`src/assert_macros.svh`:
```
// Assertion macros used by the substring_first_match RTL file.
`ifndef ASSERT_MACROS_SVH
`define ASSERT_MACROS_SVH

// Checked on every clock edge outside reset.
`define SFM_ASSERT(label, clk, rstn, prop, msg) \
    label: assert property (@(posedge clk) disable iff (!rstn) prop) else $error(msg);

// Checked on every clock edge, reset included.
`define SFM_ASSERT_ALWAYS(label, clk, prop, msg) \
    label: assert property (@(posedge clk) prop) else $error(msg);

`endif

```
`src/sfm_pkg.sv`:
```
`timescale 1ns / 1ps
// ----------------------------------------------------------------------------
// sfm_pkg
// Types and constants shared by the substring search block.
// ----------------------------------------------------------------------------
package sfm_pkg;

    localparam int PATTERN_MAX = 16;
    localparam int BYTE_W      = 8;
    localparam int LEN_W       = 5;
    localparam int POS_W       = 17;
    localparam int OUT_POS_W   = 16;
    localparam int CFG_IDX_W   = 3;
    localparam int CFG_DATA_W  = 64;

    localparam logic [POS_W-1:0] TEXT_MAX    = 17'h10000;
    localparam logic [LEN_W-1:0] LEN_MAX     = 5'd16;
    localparam logic [LEN_W-1:0] LEN_MIN     = 5'd1;

    // Configuration register indexes
    typedef enum logic [CFG_IDX_W-1:0] {
        CFG_PATTERN_LOW  = 3'd0,
        CFG_PATTERN_HIGH = 3'd1,
        CFG_PATTERN_LEN  = 3'd2,
        CFG_SEARCH_FROM  = 3'd3,
        CFG_SEARCH_TO    = 3'd4
    } cfg_idx_t;

    typedef struct packed {
        logic [BYTE_W-1:0] text_byte;
        logic              last_byte;
    } in_t;

    typedef struct packed {
        logic                 found;
        logic [OUT_POS_W-1:0] match_position;
    } out_t;

    // Search setup handed from the register file to the cell row
    typedef struct packed {
        logic [PATTERN_MAX-1:0][BYTE_W-1:0] aligned;  // pattern byte seen by each cell
        logic [PATTERN_MAX-1:0]             active;   // cell lies inside the pattern
        logic [LEN_W-1:0]                   len;      // clamped pattern length
        logic [OUT_POS_W-1:0]               from;
        logic [POS_W-1:0]                   to;       // clipped window end
    } search_cfg_t;

endpackage

```
`src/sfm_cell.sv`:
```
`timescale 1ns / 1ps
// ----------------------------------------------------------------------------
// sfm_cell
// One byte of the text history: holds a byte, passes it on, compares.
// ----------------------------------------------------------------------------
module sfm_cell (
    input  logic                        aclk,
    input  logic                        shift_en,
    input  logic [sfm_pkg::BYTE_W-1:0]  byte_in,
    input  logic [sfm_pkg::BYTE_W-1:0]  pat_byte,
    input  logic                        active,
    output logic [sfm_pkg::BYTE_W-1:0]  byte_out,
    output logic                        hit
);

    logic [sfm_pkg::BYTE_W-1:0] byte_reg;
    logic [sfm_pkg::BYTE_W-1:0] byte_next;

    // compare the byte this cell takes on the transfer
    assign hit = !active || (byte_in == pat_byte);

    assign byte_next = shift_en ? byte_in : byte_reg;

    always_ff @(posedge aclk) begin
        byte_reg <= byte_next;
    end

    assign byte_out = byte_reg;

endmodule

```
`src/sfm_cfg.sv`:
```
`timescale 1ns / 1ps
// ----------------------------------------------------------------------------
// sfm_cfg
// Configuration registers and per-cell pattern alignment.
// ----------------------------------------------------------------------------
module sfm_cfg (
    input  logic                            aclk,
    input  logic                            aresetn,
    input  logic                            cfg_valid,
    input  logic [sfm_pkg::CFG_IDX_W-1:0]   cfg_index,
    input  logic [sfm_pkg::CFG_DATA_W-1:0]  cfg_data,
    output sfm_pkg::search_cfg_t            search_cfg
);

    logic [sfm_pkg::CFG_DATA_W-1:0] pat_low_reg,  pat_low_next;
    logic [sfm_pkg::CFG_DATA_W-1:0] pat_high_reg, pat_high_next;
    logic [sfm_pkg::LEN_W-1:0]      len_reg,      len_next;
    logic [sfm_pkg::OUT_POS_W-1:0]  from_reg,     from_next;
    logic [sfm_pkg::POS_W-1:0]      to_reg,       to_next;

    logic [sfm_pkg::PATTERN_MAX-1:0][sfm_pkg::BYTE_W-1:0] pat_all;
    logic [sfm_pkg::LEN_W-1:0] len_eff;
    logic [sfm_pkg::LEN_W-1:0] pat_idx;

    // register writes
    always_comb begin
        pat_low_next  = pat_low_reg;
        pat_high_next = pat_high_reg;
        len_next      = len_reg;
        from_next     = from_reg;
        to_next       = to_reg;
        if (cfg_valid) begin
            unique case (sfm_pkg::cfg_idx_t'(cfg_index))
                sfm_pkg::CFG_PATTERN_LOW:  pat_low_next  = cfg_data;
                sfm_pkg::CFG_PATTERN_HIGH: pat_high_next = cfg_data;
                sfm_pkg::CFG_PATTERN_LEN:  len_next  = cfg_data[sfm_pkg::LEN_W-1:0];
                sfm_pkg::CFG_SEARCH_FROM:  from_next = cfg_data[sfm_pkg::OUT_POS_W-1:0];
                sfm_pkg::CFG_SEARCH_TO:    to_next   = cfg_data[sfm_pkg::POS_W-1:0];
                default: ;
            endcase
        end
    end

    always_ff @(posedge aclk) begin
        if (!aresetn) begin
            pat_low_reg  <= '0;
            pat_high_reg <= '0;
            len_reg      <= sfm_pkg::LEN_MIN;
            from_reg     <= '0;
            to_reg       <= sfm_pkg::TEXT_MAX;
        end else begin
            pat_low_reg  <= pat_low_next;
            pat_high_reg <= pat_high_next;
            len_reg      <= len_next;
            from_reg     <= from_next;
            to_reg       <= to_next;
        end
    end

    // clamp length to 1..16, clip window end to the text limit
    always_comb begin
        if (len_reg == '0) begin
            len_eff = sfm_pkg::LEN_MIN;
        end else if (len_reg > sfm_pkg::LEN_MAX) begin
            len_eff = sfm_pkg::LEN_MAX;
        end else begin
            len_eff = len_reg;
        end
    end

    assign pat_all = {pat_high_reg, pat_low_reg};

    // cell i sees the byte i places back from the newest one and gets pattern byte len-1-i
    always_comb begin
        pat_idx = '0;
        for (int i = 0; i < sfm_pkg::PATTERN_MAX; i++) begin
            pat_idx                  = len_eff - sfm_pkg::LEN_W'(i) - sfm_pkg::LEN_MIN;
            search_cfg.aligned[i]    = pat_all[pat_idx[sfm_pkg::LEN_W-2:0]];
            search_cfg.active[i]     = (sfm_pkg::LEN_W'(i) < len_eff);
        end
        search_cfg.len  = len_eff;
        search_cfg.from = from_reg;
        search_cfg.to   = (to_reg > sfm_pkg::TEXT_MAX) ? sfm_pkg::TEXT_MAX : to_reg;
    end

endmodule

```
`src/substring_first_match.sv`:
```
`timescale 1ns / 1ps
// ----------------------------------------------------------------------------
// substring_first_match
// Streaming first-occurrence search of a 1 to 16 byte pattern in a text.
// ----------------------------------------------------------------------------
// The block takes one text byte per clock and gives one result per text: the
// start of the first match inside [search_from, search_to) as soon as its last
// byte arrives, or found = 0 with the last byte. The result is registered and
// appears the cycle after the byte that settles it; a new byte is taken in
// the same cycle as long as the result register is empty or being drained.
// A row of 16 byte cells shifts the text history and compares it against the
// pattern. Bytes that follow a match are swallowed until the last byte of the
// text. Configuration writes are taken every cycle and apply from the next
// byte on.
// ----------------------------------------------------------------------------
`include "assert_macros.svh"

module substring_first_match (
    input  logic                            aclk,
    input  logic                            aresetn,
    // text input
    input  logic                            s_valid,
    output logic                            s_ready,
    input  sfm_pkg::in_t                    s_data,
    // result output
    output logic                            m_valid,
    input  logic                            m_ready,
    output sfm_pkg::out_t                   m_data,
    // configuration writes
    input  logic                            cfg_valid,
    output logic                            cfg_ready,
    input  logic [sfm_pkg::CFG_IDX_W-1:0]   cfg_index,
    input  logic [sfm_pkg::CFG_DATA_W-1:0]  cfg_data
);

    localparam int NP = sfm_pkg::PATTERN_MAX;
    localparam int WW = sfm_pkg::POS_W + 1;

    sfm_pkg::search_cfg_t search_cfg;

    logic [NP-1:0][sfm_pkg::BYTE_W-1:0] cell_in;
    logic [NP-1:0][sfm_pkg::BYTE_W-1:0] cell_out;
    logic [NP-1:0]                      cell_hit;

    logic [sfm_pkg::POS_W-1:0] pos_reg, pos_next;
    logic                      given_reg, given_next;
    logic                      m_valid_reg, m_valid_next;
    sfm_pkg::out_t             m_data_reg, m_data_next;

    logic          s_xfer;
    logic          shift_en;
    logic [WW-1:0] pos1;
    logic [WW-1:0] start;
    logic          window_ok;
    logic          hit;

    assign cfg_ready = 1'b1;

    sfm_cfg u_cfg (
        .aclk       (aclk),
        .aresetn    (aresetn),
        .cfg_valid  (cfg_valid),
        .cfg_index  (cfg_index),
        .cfg_data   (cfg_data),
        .search_cfg (search_cfg)
    );

    // history row: cell 0 takes the new byte, each cell feeds the next
    assign shift_en = s_xfer && !given_reg;

    for (genvar i = 0; i < NP; i++) begin : g_cell
        if (i == 0) begin : g_head
            assign cell_in[i] = s_data.text_byte;
        end else begin : g_body
            assign cell_in[i] = cell_out[i-1];
        end
        sfm_cell u_cell (
            .aclk     (aclk),
            .shift_en (shift_en),
            .byte_in  (cell_in[i]),
            .pat_byte (search_cfg.aligned[i]),
            .active   (search_cfg.active[i]),
            .byte_out (cell_out[i]),
            .hit      (cell_hit[i])
        );
    end

    // window check for a match ending on the byte now arriving
    assign pos1      = {1'b0, pos_reg} + WW'(1);
    assign start     = pos1 - WW'(search_cfg.len);
    assign window_ok = (pos1 >= WW'(search_cfg.len)) && (pos1 <= WW'(search_cfg.to))
                       && (start >= WW'(search_cfg.from));
    assign hit       = window_ok && (&cell_hit);

    assign s_ready = !m_valid_reg || m_ready;
    assign s_xfer  = s_valid && s_ready;

    // text tracking and result generation
    always_comb begin
        pos_next     = pos_reg;
        given_next   = given_reg;
        m_valid_next = m_valid_reg && !m_ready;
        m_data_next  = m_data_reg;
        if (s_xfer) begin
            priority if (given_reg) begin
                if (s_data.last_byte) begin
                    pos_next   = '0;
                    given_next = 1'b0;
                end
            end else if (hit) begin
                m_valid_next               = 1'b1;
                m_data_next.found          = 1'b1;
                m_data_next.match_position = start[sfm_pkg::OUT_POS_W-1:0];
                if (s_data.last_byte) begin
                    pos_next = '0;
                end else begin
                    given_next = 1'b1;
                end
            end else if (s_data.last_byte) begin
                m_valid_next               = 1'b1;
                m_data_next.found          = 1'b0;
                m_data_next.match_position = '0;
                pos_next                   = '0;
            end else if (pos_reg < sfm_pkg::TEXT_MAX) begin
                pos_next = pos_reg + sfm_pkg::POS_W'(1);
            end
        end
    end

    always_ff @(posedge aclk) begin
        if (!aresetn) begin
            pos_reg     <= '0;
            given_reg   <= 1'b0;
            m_valid_reg <= 1'b0;
        end else begin
            pos_reg     <= pos_next;
            given_reg   <= given_next;
            m_valid_reg <= m_valid_next;
        end
    end

    always_ff @(posedge aclk) begin
        m_data_reg <= m_data_next;
    end

    assign m_valid = m_valid_reg;
    assign m_data  = m_data_reg;

    // checks
    `SFM_ASSERT(a_notfound_pos_zero, aclk, aresetn,
        (m_valid_reg && !m_data_reg.found) |-> (m_data_reg.match_position == '0),
        "not-found result carries a nonzero position")
    `SFM_ASSERT(a_last_rearms, aclk, aresetn,
        (s_xfer && s_data.last_byte) |=> ((pos_reg == '0) && !given_reg),
        "last byte did not rearm the search")
    `SFM_ASSERT(a_found_in_window, aclk, aresetn,
        (m_valid_reg && m_data_reg.found) |-> (m_data_reg.match_position >= search_cfg.from),
        "match reported before the window start")
    `SFM_ASSERT_ALWAYS(a_reset_clears_out, aclk,
        !aresetn |=> !m_valid_reg,
        "result valid right after reset")

endmodule
```
`config.mk`:
```
export PLATFORM = sky130hd
export DESIGN_NAME = substring_first_match
export DESIGN_NICKNAME = d
export VERILOG_FILES = /design/src/sfm_pkg.sv /design/src/sfm_cell.sv /design/src/sfm_cfg.sv /design/src/substring_first_match.sv
export VERILOG_INCLUDE_DIRS = /design/src /design/src/src
export SDC_FILE = /design/constraint.sdc
export NUM_CORES = 1
export LEC_CHECK = 0
export BUFFER_PORTS_ARGS = -buffer_cell sky130_fd_sc_hd__buf_4
export CORE_MARGIN = 2
export CORE_UTILIZATION = 45
export DETAILED_ROUTE_END_ITERATION = 6
export PLACE_DENSITY = 0.66
export SLEW_MARGIN = 5
export SYNTH_ARGS = -nofsm -noshare
export SYNTH_HDL_FRONTEND = slang
export SYNTH_HIERARCHICAL = 1
export SYNTH_SLANG_ARGS = --single-unit
```
`constraint.sdc`:
```
create_clock -name aclk -period 17.6 [get_ports aclk]
set_clock_uncertainty 0.2 [all_clocks]
set_input_delay 3.52 -clock aclk [delete_from_list [all_inputs] [get_ports aclk]]
set_output_delay 3.52 -clock aclk [all_outputs]
set_load 0.02 [all_outputs]
```
==> run_results.csv, run 1 <==
group,metric,value,unit
pwr,powerDensity,76.59,mW/mm²
floorplanning,pin_count,101,
cts,clk_pin_slew,0.06,ns
min_path,min_from,"u_cfg/from_reg[15]",
cts,ctsHoldBuffers,0,
worst_setup_path,startpoint,"u_cfg/len_reg[4]",
pwr,ir_worst_vdd,0.00005895,V
cts,cts_made_buffers,38,
worst_setup_path,crit_top_cell,"buf_4",
layout,area_delta_synth_final,10.23,%
min_path,whs_path_depth,2,
cts,cts_setup_buffers,0,
min_path,min_path_type,"reg2reg",
pwr,fin_total_pwr,1860,µW
worst_setup_path,slowest_stage,"buf_4",
floorplanning,coreArea,0.04865,mm²
layout,final_cell_area,0.02429,mm²
cts,cts_tree,"yes",
global_routing,use_met2,41.70,%
worst_setup_path,critPathMaxFanout,73,
synthesis,synth.avg_cell_area,9.014,µm²
sta,tns,0,ns
global_routing,overflow,0,
synthesis,ys_warn_count,6,
layout,final_cell_mix,"666 x nand2_1, 185 x dfxtp_1, 160 x a21boi_0",
sta,rsz0062_at_grt,"false",
routing,dr.pass1.iters,7,
sta,fmax,129.5,MHz
global_routing,grt_usage,29.21,%
run_status,status,"finished, final reports clean",
worst_setup_path,path_delay_family,"buffers and inverters",
worst_setup_path,path_buf_inv,4,
worst_setup_path,regToRegStartpoint,"u_cfg/len_reg[4]",
cts,clkLatencyLatePin,0.56,ns
placed_design,hpwl,55.91,mm
floorplanning,die_area,0.05074,mm²
worst_setup_path,cp_slowest_stage_delay,0.72,ns
global_routing,grt_pass1_vias,17360,
placed_design,gp_congestion,0.9668,
cts,clock-sinks,322,
floorplanning,die_h,225.3,µm
global_routing,grt.busiest_layer,"met1",
placed_design,postPlaceCellArea,0.02311,mm²
floorplanning,initial_core_util,45.29,%
worst_setup_path,required,17.64,ns
cts,cts_resized,0,
layout,nNetsFinal,2577,
global_routing,grtUsageMet3,5.789,%
job,cap_violations,0,
sta,maxSlewViolCount,0,
floorplanning,fp-row-count,81,
worst_setup_path,worstPathCellList,"inv_1 -> nand2_4 -> buf_4 -> ha_1 -> xnor2_1 -> xnor2_2 -> buf_4 -> mux4_2 -> mux2i_1 -> mux2i_1 -> xnor2_1 -> nand4_1 -> o21ai_1 -> nand4_1 -> nor4_1 -> o2111a_1 -> a21bo_1 -> a21boi_1 -> buf_4",
routing,drt-total-wl,74.94,mm
sta,hold_viol,0,
sta,slew_headroom,11.77,%
worst_setup_path,crit_type,"reg2reg",
global_routing,grt_pass1_wl,111.3,mm
worst_setup_path,endpoint_kind,"register",
layout,layout_commonest_cell,"nand2_1",
routing,dr.first_iter.drc_count,2552,
sta,setup-violations-final,0,
layout,largest_reg_flops,120,
floorplanning,die_w,225.3,µm
worst_setup_path,crit_path_start_kind,"register",
cts,clk_path_buf_depth,3,
global_routing,use_met1,44.33,%
worst_setup_path,cp.arrival,7.76,ns
synthesis,syn-instance-count,2444,
routing,wl_per_cell,24.23,µm
synthesis,syn_nets,2574,
routing,vias_per_cell,6.262,
layout,final_layout_size_suffix_gt1_share,12.02,%
worst_setup_path,cp_num_cells,19,
cts,htreeDepth,2,
sta,period_minus_slack,7.721,ns
pwr,power_leakage,0.008536,µW
sta,fin_crit_sh,43.87,%
global_routing,antenna_found_initial,0,
sta,tightest_slew,1.319,ns
synthesis,syn_area,0.02203,mm²
layout,finalCoreUtilization,49.92,%
cts,clockRootBuffer,"clkbuf_16",
worst_setup_path,ff2ff_path_depth,19,
global_routing,grt_max_degree,130,
routing,antenna_left,0,
routing,drc,0,
routing,vias,19370,
placed_design,port_buffers,99,
layout,antenna_cells,0,
metal layers:
metal	routed length (µm)	vias to the layer above	share of wire, %
met5	0	-	0
met4	2137	0	2.9
met3	7897	111	11
met2	31580	1084	42
met1	33320	9393	44
li1	-	8781	-
final timing paths:
path	end	slack (ns)
setup reg to reg	m_data[10]	9.88
setup / recovery	m_data[10]	9.88
hold reg to reg	u_cfg/from_reg[15]	0.27
hold / removal	u_cfg/from_reg[15]	0.27
cell type report:
cell class	instances	area, µm²
repair buffers	130	975.9
inverters	65	249.0
flip-flops and latches	322	7818
well taps	622	778.2
multi-input cells	1890	13290
fillers	4573	24360
clock inverters	11	61.31
clock buffers	53	1112
report_power, final:
group | switching (µW) | internal (µW)
Sequential | 28.7 | 811
Clock | 319 | 440
Combinational | 157 | 105
Total | 505 | 1360
worst reg2reg max path, stage by stage (launching register included):
cell      delay, ns
dfxtp_1        0.68
inv_1          0.31
nand2_4        0.58
buf_4          0.74
ha_1           0.40
xnor2_1        0.31
xnor2_2        0.18
buf_4          0.44
mux4_2         0.57
mux2i_1        0.14
mux2i_1        0.11
xnor2_1        0.25
nand4_1        0.23
o21ai_1        0.49
nand4_1        0.14
nor4_1         0.46
o2111a_1       0.24
a21bo_1        0.41
a21boi_1       0.24
buf_4          0.29
stage by stage:
stage	hold slack (ns)	setup slack (ns)	cells
floorplan	0.2435	6.755	2444
global placement	0.2507	9.936	3029
detailed placement	0.2587	9.924	3029
CTS	0.2671	9.924	3093
global route	0.2792	9.477	3093
finish	0.2679	9.879	3093
No activity file was read; power rests on OpenSTA's default activity.
==> run 2: changes to the inputs <==
--- a/config.mk
+++ b/config.mk
@@ -6,11 +6,12 @@
 export SDC_FILE = /design/constraint.sdc
 export NUM_CORES = 1
 export LEC_CHECK = 0
+export ABC_AREA = 1
 export BUFFER_PORTS_ARGS = -buffer_cell sky130_fd_sc_hd__buf_4
 export CORE_MARGIN = 2
 export CORE_UTILIZATION = 45
 export DETAILED_ROUTE_END_ITERATION = 6
-export PLACE_DENSITY = 0.66
+export PLACE_DENSITY = 0.69
 export SLEW_MARGIN = 5
 export SYNTH_ARGS = -nofsm -noshare
 export SYNTH_HDL_FRONTEND = slang
==> constraint.sdc (replaced) <==
create_clock -name aclk -period 6.8 [get_ports aclk]
set_clock_uncertainty 0.2 [all_clocks]
set_input_delay 1.36 -clock aclk [delete_from_list [all_inputs] [get_ports aclk]]
set_output_delay 1.36 -clock aclk [all_outputs]
set_load 0.02 [all_outputs]
==> run_results.csv, run 2 <==
group,metric,value,unit
run_status,status,"finished, violations left",
run_status,failed_checks,"design-rule violations",
sta,period_minus_slack,5.835,ns
worst_setup_path,endpoint_kind,"register",
cts,cts_setup_buffers,0,
job,cap_violations,0,
routing,drt-total-wl,99.64,mm
floorplanning,die_h,230.7,µm
layout,final_cells,4285,
pwr,pwr-share-clk,33.6,%
worst_setup_path,critPathMaxFanout,32,
placed_design,place_inst,4215,
worst_setup_path,regToRegStartpoint,"u_cfg/len_reg[4]",
pwr,internal-power,3892,µW
cts,cts_made_buffers,39,
global_routing,antenna_found_initial,0,
pwr,p_comb_share,31.1,%
cts,clock-sinks,322,
routing,antenna_left,0,
floorplanning,fp-row-count,83,
worst_setup_path,crit_path_start_kind,"register",
routing,vias,24880,
floorplanning,die_area,0.05322,mm²
pwr,p_switching,2318,µW
pwr,swShare,37.33,%
cts,htreeDepth,2,
floorplanning,coreArea,0.05109,mm²
min_path,min_from,"g_cell[6].u_cell/byte_out[2]",
routing,drc,5,
worst_setup_path,slowest_stage,"inv_1",
sta,slew_headroom,22.47,%
layout,layout_commonest_cell,"nand2_1",
worst_setup_path,crit_type,"reg2reg",
layout,antenna_cells,0,
synthesis,synth.avg_cell_area,6.479,µm²
routing,wl_met2,38.89,mm
global_routing,overflow,0,
layout,final_cell_area,0.02550,mm²
routing,dr.pass1.iters,7,
cts,clk_path_buf_depth,3,
sta,tns,0,ns
placed_design,port_buffers,99,
sta,fmax,171.4,MHz
routing,wl_per_cell,23.25,µm
synthesis,syn_area,0.02312,mm²
pwr,p_seq_share,35.3,%
layout,area_delta_synth_final,10.29,%
sta,hold_slack,0.2307,ns
synthesis,syn-instance-count,3569,
worst_setup_path,crit_top_cell,"nand2_1",
layout,largest_reg_flops,120,
sta,hold_viol,0,
placed_design,hpwl,75.27,mm
layout,n_fill_cell,5353,
floorplanning,die_w,230.7,µm
global_routing,grt_max_degree,121,
layout,final_layout_size_suffix_gt1_share,7.601,%
pwr,powerDensity,243.5,mW/mm²
placed_design,postPlaceCellArea,0.02426,mm²
pwr,ir_worst_vdd,0.0001669,V
cts,cts_tree,"yes",
layout,final_cell_mix,"982 x nand2_1, 885 x nand3_1, 428 x inv_1",
placed_design,gp_congestion,1.054,
routing,vias_per_cell,5.806,
floorplanning,initial_core_util,45.26,%
cts,clockRootBuffer,"clkbuf_16",
min_path,min_path_type,"reg2reg",
floorplanning,pin_count,101,
sta,fin_crit_sh,85.80,%
global_routing,grt_pass1_wl,145.7,mm
cts,cts_resized,0,
cts,clkLatencyLatePin,0.59,ns
synthesis,syn_nets,3699,
routing,dr.first_iter.drc_count,3673,
sta,rsz0062_at_grt,"false",
layout,nNetsFinal,3706,
pwr,power_leakage,0.01182,µW
routing,top_layer,"met4",
synthesis,ys_warn_count,6,
worst_setup_path,required,7.09,ns
worst_setup_path,cp_slowest_stage_delay,0.68,ns
routing,wl_met3,13.73,mm
cts,ctsHoldBuffers,0,
worst_setup_path,startpoint,"u_cfg/len_reg[4]",
sta,maxSlewViolCount,0,
cts,clk_pin_slew,0.07,ns
routing,met1Wirelength,41.55,mm
global_routing,grt_pass1_vias,22350,
sta,tightest_slew,1.158,ns
sta,setup-violations-final,0,
global_routing,grt_usage,37.06,%
worst_setup_path,cp.arrival,6.12,ns
## run 2: through the flow
stage | setup slack (ns) | utilization (%) | power, µW
6_report | 0.9653 | 49.92 | 6211
5_1_grt | 0.5847 | 49.92 | 6466
4_1_cts | 1.327 | 49.92 | 6161
3_5_place_dp | 1.362 | 47.48 | 4078
3_3_place_gp | 1.424 | 47.48 | 4070
2_1_floorplan | 0.7108 | - | 3443
## run 2: final timing paths
kind	end	slack [ns]	cells after the start
min	g_cell[7].u_cell/byte_out[2]	0.23	0
max	pos_reg[12]	0.97	30
max reg2reg	pos_reg[12]	0.97	30
min reg2reg	g_cell[7].u_cell/byte_out[2]	0.23	0
## run 2: routing by layer
layer  vias to the layer above  GRT usage (%)
met3                       257          12.22
li1                      11700              -
met5                         -              0
met1                     11420          51.71
met4                         0          17.58
met2                      1510          51.10
## run 2: area by class of cell
type | count | area, µm² | area share [%]
Clock buffer | 54 | 1094 | 4.288
Clock inverter | 16 | 153.9 | 0.6034
Inverter | 441 | 1664 | 6.525
Multi-Input combinational cell | 2624 | 12780 | 50.09
Sequential cell | 322 | 7818 | 30.65
Tap cell | 680 | 850.8 | 3.336
Timing Repair Buffer | 148 | 1149 | 4.504
## run 2: critical path: cells and delay by family (launching register included)
family                     cells  cell delay, ns
DFF                            1            0.44
buffers and inverters          6            1.32
adders and majority gates      1            0.25
and+or+nand+nor               23            3.47
## run 2: power groups by stage
stage | registers (µW) | clock network (µW) | logic [µW]
after global routing | 2200 | 2180 | 2080
after global placement | 2230 | 0 | 1840
after detailed placement | 2230 | 0 | 1850
final | 2190 | 2090 | 1930
after floorplan | 2210 | 0 | 1230
after CTS | 2190 | 2120 | 1850
